--- src/rtl/pmp_rc_pkg.sv ---
package pmp_rc_pkg;

    // Region permission flags as held in each table entry.
    typedef struct packed {
        logic lock;
        logic exec;
        logic write;
        logic read;
        logic valid;
    } t_region_flags;

    // What one lane found for the item it checked.
    typedef struct packed {
        logic fetch_hit;
        logic data_hit;
        logic read;
        logic write;
        logic exec;
    } t_lane_hit;

    // Width of the func selector in tuser and of the region index field.
    localparam int unsigned FUNC_BITS  = 1;
    localparam int unsigned INDEX_BITS = 4;
    localparam int unsigned FLAG_BITS  = 5;

    // func codes
    localparam logic [FUNC_BITS-1:0] FUNC_CHECK = 1'b0;
    localparam logic [FUNC_BITS-1:0] FUNC_WRITE = 1'b1;

    // Result tdata: read, write, exec from bit 0 up, padded to a byte.
    localparam int unsigned RESULT_BITS = 3;
    localparam int unsigned M_TDATA_BITS = 8;

endpackage

--- src/rtl/pmp_rc_lane.sv ---
module pmp_rc_lane
    import pmp_rc_pkg::*;
#(
    parameter int unsigned ADDR_BITS = 48
) (
    input  logic                 i_clk,
    input  logic                 i_rst_n,
    input  logic                 i_load,        // item accepted this cycle
    input  logic                 i_wr_en,       // replace this lane's entry
    input  logic                 i_check_enable,
    input  logic [ADDR_BITS-1:0] i_fetch_address,
    input  logic [ADDR_BITS-1:0] i_data_address,
    input  logic [ADDR_BITS-1:0] i_new_start,
    input  logic [ADDR_BITS-1:0] i_new_end,
    input  t_region_flags        i_new_flags,
    output t_lane_hit            o_hit
);

    logic [ADDR_BITS-1:0] r_start;
    logic [ADDR_BITS-1:0] r_end;
    t_region_flags        r_flags;
    t_lane_hit            r_hit;
    t_lane_hit            n_hit;
    logic                 w_active;

    // Region counts only if valid and either checking is on or it is locked.
    assign w_active = r_flags.valid && (i_check_enable || r_flags.lock);

    always_comb begin
        n_hit.fetch_hit = w_active && (i_fetch_address >= r_start)
                          && (i_fetch_address <= r_end);
        n_hit.data_hit  = w_active && (i_data_address >= r_start)
                          && (i_data_address <= r_end);
        n_hit.read      = r_flags.read;
        n_hit.write     = r_flags.write;
        n_hit.exec      = r_flags.exec;
    end

    // Compare uses the entry before this edge; the write lands after.
    always_ff @(posedge i_clk) begin
        if (!i_rst_n) begin
            r_start <= '0;
            r_end   <= '0;
            r_flags <= '0;
        end else if (i_wr_en) begin
            r_start <= i_new_flags.valid ? i_new_start : '0;
            r_end   <= i_new_flags.valid ? i_new_end : '0;
            r_flags <= i_new_flags;
        end
    end

    always_ff @(posedge i_clk) begin
        if (i_load) begin
            r_hit <= n_hit;
        end
    end

    assign o_hit = r_hit;

endmodule

--- config.mk ---
export PLATFORM = sky130hd
export DESIGN_NAME = pmp_rc_lane
export DESIGN_NICKNAME = d
export VERILOG_FILES = /design/src/rtl/pmp_rc_pkg.sv /design/src/rtl/pmp_rc_lane.sv
export SDC_FILE = /design/constraint.sdc
export NUM_CORES = 1
export LEC_CHECK = 0
export ABC_AREA = 1
export BUFFER_PORTS_ARGS = -buffer_cell sky130_fd_sc_hd__buf_2
export CAP_MARGIN = 20
export CORE_UTILIZATION = 55
export DETAILED_ROUTE_END_ITERATION = 10
export PLACE_DENSITY_LB_ADDON = 0.15
export SLEW_MARGIN = 20
export SYNTH_ARGS = -nofsm -noshare
export SYNTH_HDL_FRONTEND = slang
export SYNTH_SLANG_ARGS = --single-unit
--- constraint.sdc ---
create_clock -name i_clk -period 2.7 [get_ports i_clk]
set_input_delay 0.405 -clock i_clk [delete_from_list [all_inputs] [get_ports i_clk]]
set_output_delay 0.405 -clock i_clk [all_outputs]
set_load 0.01 [all_outputs]
## Yosys cells after proc, flatten, opt, wreduce, memory -nomap -nowiden

Cells that the tools add are included.

- Bits in read-only memories: 0
- Register bits after elaboration: 106
- Input port bits: 202
- Output and inout bits: 5
- Bits in latches: 0
- Bits in writable memories: 0
- Memories kept: 0

- Reduce and logical (&&, ||, !) cells: 6
- $mul: 0
- Eq/ne operators: 0
- Muxes and demuxes: 2
- Add/subtract/negate cells: 0
- Shift-type cells: 0
- Bitwise gates (word level): 0
- Order comparisons: 4
- Divide/modulo/power cells: 0

Operator list:

| cell | count |
|---|---|
| $ge 48x48->1 | 2 |
| $le 48x48->1 | 2 |
| $mux 48 | 2 |
| $logic_and 1x1->1 | 5 |
| $logic_or 1x1->1 | 1 |

## Depth between registers and ports, before layout

- Word-level depth: 4
- Mapped depth: 15
- Gate-level depth less buffers: 15

## Worst setup path before layout

OpenSTA, ideal clock, no wires.

- Path type: input port to flip-flop
- Start point: input i_fetch_address[39]
- End point: register r_hit, in the netlist o_hit[4] (data pin)
- Setup slack: 1056 ps
- Data required time: 2448 ps
- Data arrival time: 1392 ps
- Path buffers: 0
- Library setup time: 252 ps
- Cell stages on the path: 10
- Path through: ha_1 -> nand2_1 -> nor2_1 -> nand4_1 -> nor2_1 -> nand2_1 -> a21oi_1 -> nor2_1 -> nor2_1 -> nor2_1

RTL lines:

| what | line | source |
|---|---|---|
| from (decl) | pmp_rc_lane.sv:11 | `input logic [ADDR_BITS-1:0] i_fetch_address,` |
| to (signal assigned) | pmp_rc_lane.sv:54 | `r_hit <= n_hit;` |
| to (decl) | pmp_rc_lane.sv:22 | `t_lane_hit r_hit;` |

==> results.txt <==
- The run finished with clean final reports.
* Final instance area: 0.0101 mm^2
* Routability Congestion: 0.885
- Synthesis-to-layout area growth: 17.1%
- After synthesis the netlist holds a flip-flop and latch count of 106.
- Clock buffers created by TritonCTS: 9
- Depth of the CTS H-tree: 3
* Overall die area: 0.0162 mm^2
- First-pass GRT wire length: 37500 um
- Headroom to the max-slew limit: 0.615
- Once the clock tree was built, the setup fixing pass inserted 0 buffers.
- Most used cells in the layout excluding fill and tap cells: nand2_1, buf_2, ha_1
- Finish-stage setup viols: 0
- Initial antenna violation count: 2
- Cell area after placement: 0.00983 mm^2
- Timing analysis after detailed placement gives a worst setup slack of 0.571 ns.
- Length of the first detailed-routing pass in iterations: 4
- No sink is reached through more buffers than the 2 on the longest clock path.
- For the worst setup path, the data required time is 2.81 ns.
- Clock slew at the register clock pins of the worst setup and hold paths: 0.07 ns
* Clock root buffer master: clkbuf_16
- In this run the worst path has a maximum fanout of 2.
- Avg Cell Area, Syn: 7.04 um^2
- After the last flow step, the layout net total stands at 1803.
- In the global route stage, overall resource usage came out at 0.291.
- Total Routed Length: 22900 um
- The cell area that synthesis handed to floorplanning was 0.00864 mm^2.
* Setup TNS: 0 ns
- Pleak: 4.77 nW
- Row generation in the floorplan step produced 45 rows.
- Total DRC errors in the routed layout: 0
- met2 is the most crowded layer.
* Critical path startpoint category: flop
* Initial drt markers: 346
- In this run the remaining antenna-violating nets after routing total 0.
* Unrepaired setup endpoints after global routing: false
- Horizontal extent of the die: 127 um
- The die is 127 um tall.
* Final period util: 0.724
- Max Slew Vio Count: 0
- Clock tree from TritonCTS: built
- The design draws 0.00402 W.
* Maximum achievable frequency: 0.511 GHz
* Worst-Margin Slew: 0.577 ns
- Hold Crit Class: in2reg
* Post-synthesis sequential area ratio: 0.251
- The number of hold violations in the final report is 0.
- In the final layout, the share of cells above drive strength 1 is 0.174.
* Placeable core region: 0.0153 mm^2
- The number of nets in the synthesized netlist is 1622.
- Yosys warnings: 0
- WS Path Type: reg2reg
- The tool flagged a number of max-cap violations equal to 0.
* Gate count after technology mapping: 1228
* Element type at the critical path end: flop
- Entering global routing, the biggest net connects 86 pins.
- IR analysis of the VDD net gives a maximum drop of 0.402 mV.
- At the end of the flow the core is filled with cells to 0.663.
- For this run, global-route usage on met2 was measured as 0.531.
* Minimum setup slack in the final design: 0.744 ns
- Post-cts hold buffer count: 0
- Count of buffers from port buffering: 206
* Final Critical Period: 1.96 ns
- The wire-length estimate of the detail-placed layout is 18600 um.
* Latest clock arrival within the worst-skew pair: 0.35 ns
* Global-route congestion overflow total: 0
* Post-CTS Resized: 0
- Vias in the first global route: 8199
* Number of unique standard cell types used by synthesis: 26
- Mean routed wirelength per cell: 14.1 um
- Leaving out fill and tap cells, the most frequent cell in the layout is nand2_1.
- The final route contains 8460 vias.
* Met3 GRT Util: 0.0553
- Power per Cell Area: 397 mW/mm^2
- Global-route track usage on met1: 0.345
- For this configuration, the core starts out at a cell density of 0.566.
- Dividing the detail-routed via count by the number of cells gives 5.21.
* Clock skew after layout: 0.00634 ns
- Critical path arrival: 2.06 ns
* Number of top-level pins: 207
* TritonCTS sink count: 106
## power breakdown
group | internal, W | switching [W]
combinational | 0.000433 | 0.000597
clock | 0.000738 | 0.000582
sequential | 0.00164 | 0.0000305
## area by class of cell
| class | count | area (um^2) |
|---|---|---|
| Multi-Input combinational cell | 923 | 5700 |
| Fill cell | 1441 | 5140 |
| Sequential cell | 106 | 2170 |
| Timing Repair Buffer | 213 | 1110 |
| Inverter | 156 | 586 |
| Tap cell | 211 | 264 |
| Clock buffer | 12 | 246 |
| Clock inverter | 3 | 40.0 |
| Antenna cell | 1 | 2.50 |
## cell usage after synthesis
master	n	area (um^2)
a21o_1	9	67.6
a21oi_1	171	856
a21oi_2	2	17.5
and2_1	1	6.26
buf_1	2	7.51
buf_2	21	105
clkbuf_1	20	75.1
dfxtp_1	101	2020
edfxtp_1	5	150
ha_1	192	2400
inv_1	154	578
inv_2	2	7.51
nand2_1	308	1160
nand2_2	4	25.0
nand3_1	109	546
nand3_2	2	20.0
nand4_1	14	87.6
nand4_2	1	12.5
nor2_1	72	270
nor2_2	6	37.5
nor2_4	2	22.5
nor3_1	5	25.0
o21a_1	7	52.6
o21ai_0	14	70.1
o21ai_1	3	15.0
o21bai_1	1	7.51
## worst max-delay path: stages (launching register included)
cell and delay [ns]:
dfxtp_1 0.35, inv_1 0.08, ha_1 0.27, nand2_1 0.07, nor2_1 0.16, nand2_1 0.12
nor2_1 0.19, nand2_1 0.13, a21oi_1 0.14, nor2_1 0.06, nor2_1 0.10, nor2_1 0.05
## cells by family after synthesis
kind of cell,count (synthesis),synth area share
simple gates,524,0.256
flops,106,0.251
fa+ha+maj,192,0.278
buf+inv,199,0.0895
compound gates,207,0.126
## stage by stage
step,cells,hold slack [ns]
finish,1625,0.275
global route,1625,0.293
CTS,1624,0.269
detailed placement,1609,0.424
global placement,1609,0.415
floorplan,1228,0.403
## registers in the layout (all words and copies together), names as in the netlist
register,count
r_end,48
r_flags,2
r_start,48
o_hit,5
n_hit,3
## path summary, 6_finish.rpt
kind | start | end | slack, ns | cells after the start
worst min register to register | n_hit[2] | o_hit[2] | 0.44 | 0
worst max register to register | r_end[46] | o_hit[4] | 0.74 | 11
worst min-delay path | i_new_flags[2] | n_hit[1] | 0.28 | 3
worst max-delay path | r_end[46] | o_hit[4] | 0.74 | 11
## routing by layer
| metal | part of all wire | vias to the layer above |
|---|---|---|
| met2 | 0.49 | 220 |
| met5 | 0 | - |
| met1 | 0.44 | 3783 |
| met4 | 0.020 | 0 |
| met3 | 0.050 | 33 |
| li1 | - | 4424 |
Note: power is estimated with default switching activity, not from simulation.
