===== src/rtl/pmp_rc_pkg.sv =====
package pmp_rc_pkg;

    // Region permission flags as held in each table entry.
    typedef struct packed {
        logic lock;
        logic exec;
        logic write;
        logic read;
        logic valid;
    } t_region_flags;

    // What one lane found for the item it checked.
    typedef struct packed {
        logic fetch_hit;
        logic data_hit;
        logic read;
        logic write;
        logic exec;
    } t_lane_hit;

    // Width of the func selector in tuser and of the region index field.
    localparam int unsigned FUNC_BITS  = 1;
    localparam int unsigned INDEX_BITS = 4;
    localparam int unsigned FLAG_BITS  = 5;

    // func codes
    localparam logic [FUNC_BITS-1:0] FUNC_CHECK = 1'b0;
    localparam logic [FUNC_BITS-1:0] FUNC_WRITE = 1'b1;

    // Result tdata: read, write, exec from bit 0 up, padded to a byte.
    localparam int unsigned RESULT_BITS = 3;
    localparam int unsigned M_TDATA_BITS = 8;

endpackage


===== src/rtl/pmp_rc_merge.sv =====
module pmp_rc_merge
    import pmp_rc_pkg::*;
#(
    parameter int unsigned ENTRIES = 16
) (
    input  logic                    i_clk,
    input  logic                    i_load,
    input  logic                    i_check_enable,
    input  t_lane_hit [ENTRIES-1:0] i_hits,
    output logic [RESULT_BITS-1:0]  o_result   // read, write, exec from bit 0
);

    logic                   w_read;
    logic                   w_write;
    logic                   w_exec;
    logic [RESULT_BITS-1:0] r_result;

    // Lowest-numbered hit wins: walk down so lower lanes overwrite.
    always_comb begin
        w_read  = !i_check_enable;
        w_write = !i_check_enable;
        w_exec  = !i_check_enable;
        for (int i = ENTRIES - 1; i >= 0; i--) begin
            if (i_hits[i].fetch_hit) begin
                w_exec = i_hits[i].exec;
            end
            if (i_hits[i].data_hit) begin
                w_read  = i_hits[i].read;
                w_write = i_hits[i].write;
            end
        end
    end

    always_ff @(posedge i_clk) begin
        if (i_load) begin
            r_result <= {w_exec, w_write, w_read};
        end
    end

    assign o_result = r_result;

endmodule


===== config.mk =====
export PLATFORM = sky130hd
export DESIGN_NAME = pmp_rc_merge
export DESIGN_NICKNAME = d
export VERILOG_FILES = /design/src/rtl/pmp_rc_pkg.sv /design/src/rtl/pmp_rc_merge.sv
export SDC_FILE = /design/constraint.sdc
export NUM_CORES = 1
export LEC_CHECK = 0
export CAP_MARGIN = 10
export CORE_AREA = 2 2 39 41
export DETAILED_ROUTE_END_ITERATION = 16
export DIE_AREA = 0 0 41 43
export DONT_BUFFER_PORTS = 1
export PLACE_DENSITY = 0.73
export SLEW_MARGIN = 20
export SYNTH_ARGS = -nofsm -noshare
export SYNTH_HDL_FRONTEND = slang
export SYNTH_SLANG_ARGS = --single-unit
export TNS_END_PERCENT = 100

===== constraint.sdc =====
create_clock -name i_clk -period 1.7 [get_ports i_clk]
set_input_delay 0.17 -clock i_clk [delete_from_list [all_inputs] [get_ports i_clk]]
set_output_delay 0.17 -clock i_clk [all_outputs]
set_load 0.01 [all_outputs]

# [After elaboration in Yosys (flattened, before gate mapping)]
# Cells that the tools add are included.
[word_totals] reg_bits=3 wordCells=50
[op_classes] muxes=48 reduce_logical=1
[ops] operator="two-way mux 1 bit" count=48
[ops] operator="zero test 1 bit" count=1

# [Logic depth before layout (Yosys ltp)]
# Gate-level depths: netlist (run 1).
[logic_depth] depth_word=17 depth_mapped=5

# [Worst setup path before layout (run 1)]
# No wires, ideal clock.
[synth_timing] kind="input port to flip-flop" startpoint="input port i_hits[49] (netlist bit)" endpoint="register r_result[2], in the netlist o_result[2] (data pin)" setup_time_ps=264 arrival_ps=1089 path_slack_ps=347 stages=5 path_buffers=0 path_cell_list="nor3_2 -> o311ai_1 -> or3_1 -> a311oi_1 -> nor3_1"
[synth_between] elab_chain_len=10
[synth_rtl] item="start: declaration" line="pmp_rc_merge.sv:9" rtl="input t_lane_hit [ENTRIES-1:0] i_hits,"
[synth_rtl] item="two-way mux 1 bit (10 in series)" line="pmp_rc_merge.sv:24" rtl="if (i_hits[i].fetch_hit) begin"
[synth_rtl] item="net w_exec" line="pmp_rc_merge.sv:15" rtl="logic w_exec;"
[synth_rtl] item="end signal: assignment" line="pmp_rc_merge.sv:36" rtl="r_result <= {w_exec, w_write, w_read};"
[synth_rtl] item="end: declaration" line="pmp_rc_merge.sv:16" rtl="logic [RESULT_BITS-1:0] r_result;"
# The timed path passes the listed nets, and every way through them passes these cells.
# A chain may end at the register's enable or synchronous reset.

# [Final worst setup path (run 1)]
# Ends and elaborated chain as after synthesis.

==> impl_metrics.yaml, run 1 <==
timing:
  clock.fmax_mhz: 834
  hold_ws_ns: 0.0494
  tns_ns: 0
  final-hold-violation-count: 0
  slew_headroom_pct: 72.4
  setup_violations: 0
  fin_crit_sh_pct: 70.5
  worst_pin_slew_ns: 0.404
  period_minus_slack_ns: 1.20
  rsz0062_at_grt: "false"
  slew_viol_final: 0
synthesis:
  synth_ff_type: "edfxtp_1"
  yosysWarnings: 0
  avgSynthCellArea_um2: 6.88
  async_flop_share_pct: 0
  synth_edf_count: 3
  ys_ff_latch: 3
  syn_area_um2: 653
  netlist_instances: 95
  ys_types: 27
  synth.net_count: 178
  yosysSeqAreaShare_pct: 13.8
routing:
  routed_wl_mm: 1.63
  drt_iter0_markers: 9
  via_count: 740
  drc: 0
  first_pass_iters: 4
  vias_per_cell: 6.43
  routedWlPerCell_um: 14.1
  drtAntennaViolNets: 0
cells_and_area:
  nets: 183
  final_common_cell: "a21oi_1"
  antenna_cells: 0
  layout_common_cells: "12 x a21oi_1, 11 x nand2_1, 9 x o21ai_0, 7 x nand2b_1"
  finish.utilization_pct: 50.5
  largest_reg_flops: 3
  area_growth_pct: 7.09
  drive_gt1_share_pct: 5.05
clocking:
  cts.sinks: 3
  cts_tree: "built"
  clock-root-buffer: "clkbuf_4"
  cts_hold_buffers: 0
  numCtsBuffers: 3
  cts-htree-levels: 1
  cts_setup_buffers: 0
  cts_resized: 0
  cts.path.max_buffers: 2
  path_clk_slew_ns: 0.04
pwr:
  ir_drop_mv: 0.163
  seqPwrFrac_pct: 32.8
  power_density_nw_per_um2: 436
  clkPwrFrac_pct: 40.8
  combPwrFrac_pct: 26.4
  p_switching_mw: 0.0770
  p_sw_share_pct: 25.3
  power.leakage_nw: 0.255
  power_mw: 0.305
  p_int_mw: 0.228
placed_design:
  gp_congestion: 0.670
  place.detailed.hpwl_mm: 1.44
  port_buffers: 0
floorplan:
  die_x_um: 41
  die_h_um: 43
  dieArea_um2: 1760
  floorplan.rows: 14
  initial_core_util_pct: 47.2
  core-area_um2: 1380
  io_pins: 86
worst_hold_path:
  hp-start: "i_load"
  hold_class: "in -> reg"
grt:
  grt_max_degree: 7
  grt_pass1_vias: 680
  antenna_found_initial: 0
  grt_pass1_wl_mm: 2.21
  track_usage_pct: 17.3
  gr-total-overflow: 0
critical_path:
  end_kind: "flip-flop"
  worstSetupPathType: "in -> reg"
  arrival_ns: 1.17
  critPathMaxFanout: 2
  crit_path_start_kind: "input port"
  crit_family: "simple AND/OR/NAND/NOR gates"
  startpoint: "i_hits[49]"
  critPathBufInv: 0
  crit_path_max_incr_delay_ns: 0.38
  path_cells: "nor3_2 -> o311ai_1 -> or3_1 -> a311oi_1 -> nor3_1"
  cp.required_ns: 1.67
  slowest_stage: "or3_1"
run_status:
  outcome: "completed"
run:
  drv_cap: 0
## layer usage
metal	up-vias	track usage, %	part of all wire (%)
met5	-	0	0
met2	40	34.4	55
li1	377	-	-
met1	323	16.9	37
met4	0	6.00	0
met3	0	0.524	8.4
## synthesized netlist by cell type, types with 3 or more instances
master,n,area (um^2)
and2_1,3,18.8
a21oi_1,12,60.1
nand2_1,11,41.3
nor3_1,3,15.0
o21ai_0,9,45.0
and3b_1,4,35.0
edfxtp_1,3,90.1
a211oi_1,5,37.5
nor2_1,4,15.0
nand2b_1,7,43.8
nor2b_1,3,18.8
o311ai_0,4,35.0
inv_1,5,18.8
mux2i_1,5,50.1
## power by group through the flow
| stage | combinational (mW) | sequential, mW | clock (mW) |
|---|---|---|---|
| 2_1_floorplan | 0.0707 | 0.100 | 0 |
| 3_3_place_gp | 0.0796 | 0.101 | 0 |
| 3_5_place_dp | 0.0806 | 0.101 | 0 |
| 4_1_cts | 0.0811 | 0.100 | 0.130 |
| 5_1_grt | 0.0922 | 0.101 | 0.132 |
| 6_report | 0.0805 | 0.100 | 0.124 |
## stage by stage
| step | cell area [um^2] | std cells | setup WS, ns |
|---|---|---|---|
| final | 699 | 115 | 0.501 |
| after global routing | 699 | 115 | 0.394 |
| after CTS | 699 | 115 | 0.507 |
| after detailed placement | 673 | 111 | 0.268 |
| after global placement | 673 | 111 | 0.305 |
| after floorplan | 653 | 95 | 0.347 |
## worst paths after layout
path	to	depth (start not counted)	slack, ns
hold / removal	o_result[2]$_DFFE_PP_	0	0.05
setup / recovery	o_result[2]$_DFFE_PP_	5	0.50
## logic make-up after synthesis
| kind of cell | share of synthesized area, % |
|---|---|
| AND/OR/NAND/NOR | 37.4 |
| buffers and inverters | 2.87 |
| flip-flops | 13.8 |
| multiplexers | 7.66 |
| AO/OA/AOI/OAI | 38.3 |
## cell type report
type | instances | area (um^2)
multi-input combinational | 87 | 544
clock buffer | 4 | 26.3
tap | 16 | 20.0
fill | 133 | 684
inverter | 5 | 18.8
sequential | 3 | 90.1
No activity file was read; power rests on OpenSTA's default activity.
==> inputs of run 2 (changes only) <==
- clock period: 1.7 -> 1.3 ns (I/O delays scaled with it)
==> run 2 against run 1 <==
Worst setup slack got worse by 0.30 ns. Critical path depth did not move. Via count rose by 3.6%. Clock-buffer cell count did not move. Cell area rose by 3.4%. Sequential share of layout area fell by 0.42 points. Sequential cell count did not move. Total power rose by 34%. Cell count rose by 1.7%. Combinational power rose by 39%. Global-route usage rose by 0.97 points.
==> impl_metrics.yaml, run 2 (synthesis gave the netlist of run 1 again) <==
run_status:
  outcome: "completed"
cells_and_area:
  antenna_cells: 0
  layout_common_cells: "12 x a21oi_1, 11 x nand2_1, 9 x o21ai_0, 7 x nand2b_1"
  finish.utilization_pct: 52.3
  register_area_um2: 90.1
  final_common_cell: "a21oi_1"
  area_growth_pct: 10.7
  drive_gt1_share_pct: 5.94
  fillCellCount: 154
  multiInputGateArea_um2: 551
  largest_reg_flops: 3
  nets: 185
worst_hold_path:
  hold_class: "in -> reg"
  hp-start: "i_hits[18]"
  whs_path_depth: 4
  hold_path_end: "o_result[0]$_DFFE_PP_"
critical_path:
  cp.required_ns: 1.28
  worstSetupPathType: "in -> reg"
  arrival_ns: 1.08
  crit_path_start_kind: "input port"
  critPathMaxFanout: 2
  end_kind: "flip-flop"
pwr:
  combPwrFrac_pct: 27.5
  p_int_mw: 0.303
  p_switching_mw: 0.105
  p_sw_share_pct: 25.7
  power_mw: 0.408
  seqPwrFrac_pct: 32.0
  power_density_nw_per_um2: 564
  power.leakage_nw: 0.266
  clkPwrFrac_pct: 40.5
  ir_drop_mv: 0.175
run:
  drv_cap: 0
clocking:
  numCtsBuffers: 3
  cts.sinks: 3
  cts.path.max_buffers: 2
  cts_tree: "built"
  cts_setup_buffers: 0
  cts-htree-levels: 1
  clock-root-buffer: "clkbuf_4"
  path_clk_slew_ns: 0.04
timing:
  rsz0062_at_grt: "false"
  tns_ns: 0
  final-hold-violation-count: 0
  hold_ws_ns: 0.199
  slew_headroom_pct: 75.3
  worst_pin_slew_ns: 0.361
  slew_viol_final: 0
  setup_violations: 0
  clock.fmax_mhz: 907
  fin_crit_sh_pct: 84.8
  period_minus_slack_ns: 1.10
  fin_ws_ns: 0.197
placed_design:
  post-place-ws_ns: -0.0557
  gp_congestion: 0.700
  place.detailed.hpwl_mm: 1.43
  port_buffers: 0
routing:
  drtAntennaViolNets: 0
  routed_wl_mm: 1.60
  routedWlPerCell_um: 13.7
  drc: 0
  vias_per_cell: 6.56
  drt_iter0_markers: 5
  first_pass_iters: 4
  via_count: 767
grt:
  antenna_found_initial: 0
  gr-total-overflow: 0
  grt_pass1_vias: 714
  grt_pass1_wl_mm: 2.32
  grt_max_degree: 7
  track_usage_pct: 18.3
floorplan:
  floorplan.rows: 14
  dieArea_um2: 1760
  io_pins: 86
  die_x_um: 41
  initial_core_util_pct: 47.2
  die_h_um: 43
  core-area_um2: 1380
[run 2: cell types whose count changed in the layout (fill, tap and decap cells not counted)]
cell,delta
dlygate4sd3_1,+1
buf_4,+1
nor3_4,+1
nor3_2,-1
[run 2: repair_timing]
item,in CTS,in global routing
hold buffers,1,0
setup endpoints to repair,0,0
hold endpoints to repair,3,0
gates resized for setup,0,0
[run 2: worst max path at each step]
stage	slack, ns	startpoint	cells after the start	endpoint
after floorplan	0.001	i_hits[49]	5	o_result[2]$_DFFE_PP_
after global placement	-0.04	i_hits[49]	5	o_result[2]$_DFFE_PP_
after detailed placement	-0.06	i_hits[49]	5	o_result[2]$_DFFE_PP_
after CTS	0.20	i_hits[49]	5	o_result[2]$_DFFE_PP_
after global routing	0.13	i_hits[49]	5	o_result[2]$_DFFE_PP_
final	0.20	i_hits[49]	5	o_result[2]$_DFFE_PP_
[run 2: metal layers]
metal | global-route usage, % | part of all wire (%)
met3 | 2.62 | 7.8
met2 | 32.8 | 56
met4 | 10.0 | 0.81
met1 | 18.4 | 35
met5 | 0 | 0
[run 2: power groups by stage]
stage                     clock (mW)  combinational, mW  sequential [mW]
after floorplan                    0             0.0937            0.131
after global placement             0              0.107            0.132
after detailed placement           0              0.110            0.132
after CTS                      0.175              0.114            0.131
after global routing           0.178              0.130            0.132
final                          0.165              0.112            0.131
[run 2: layout make-up]
| type | count | area share (%) |
|---|---|---|
| Timing Repair Buffer | 2 | 2.42 |
| Sequential cell | 3 | 12.5 |
| Clock buffer | 4 | 3.63 |
| Inverter | 5 | 2.60 |
| Tap cell | 16 | 2.77 |
| Multi-Input combinational cell | 87 | 76.1 |
[run 2: critical path, stage by stage]
cell and delay, ns:
nor3_4 0.17, o311ai_1 0.11, or3_1 0.35, a311oi_1 0.26, nor3_1 0.06
[run 2: per-stage QoR]
step                      instances  instance area [um^2]
after floorplan                  95                   659
after global placement          112                   687
after detailed placement        112                   687
after CTS                       117                   723
after global routing            117                   723
final                           117                   723
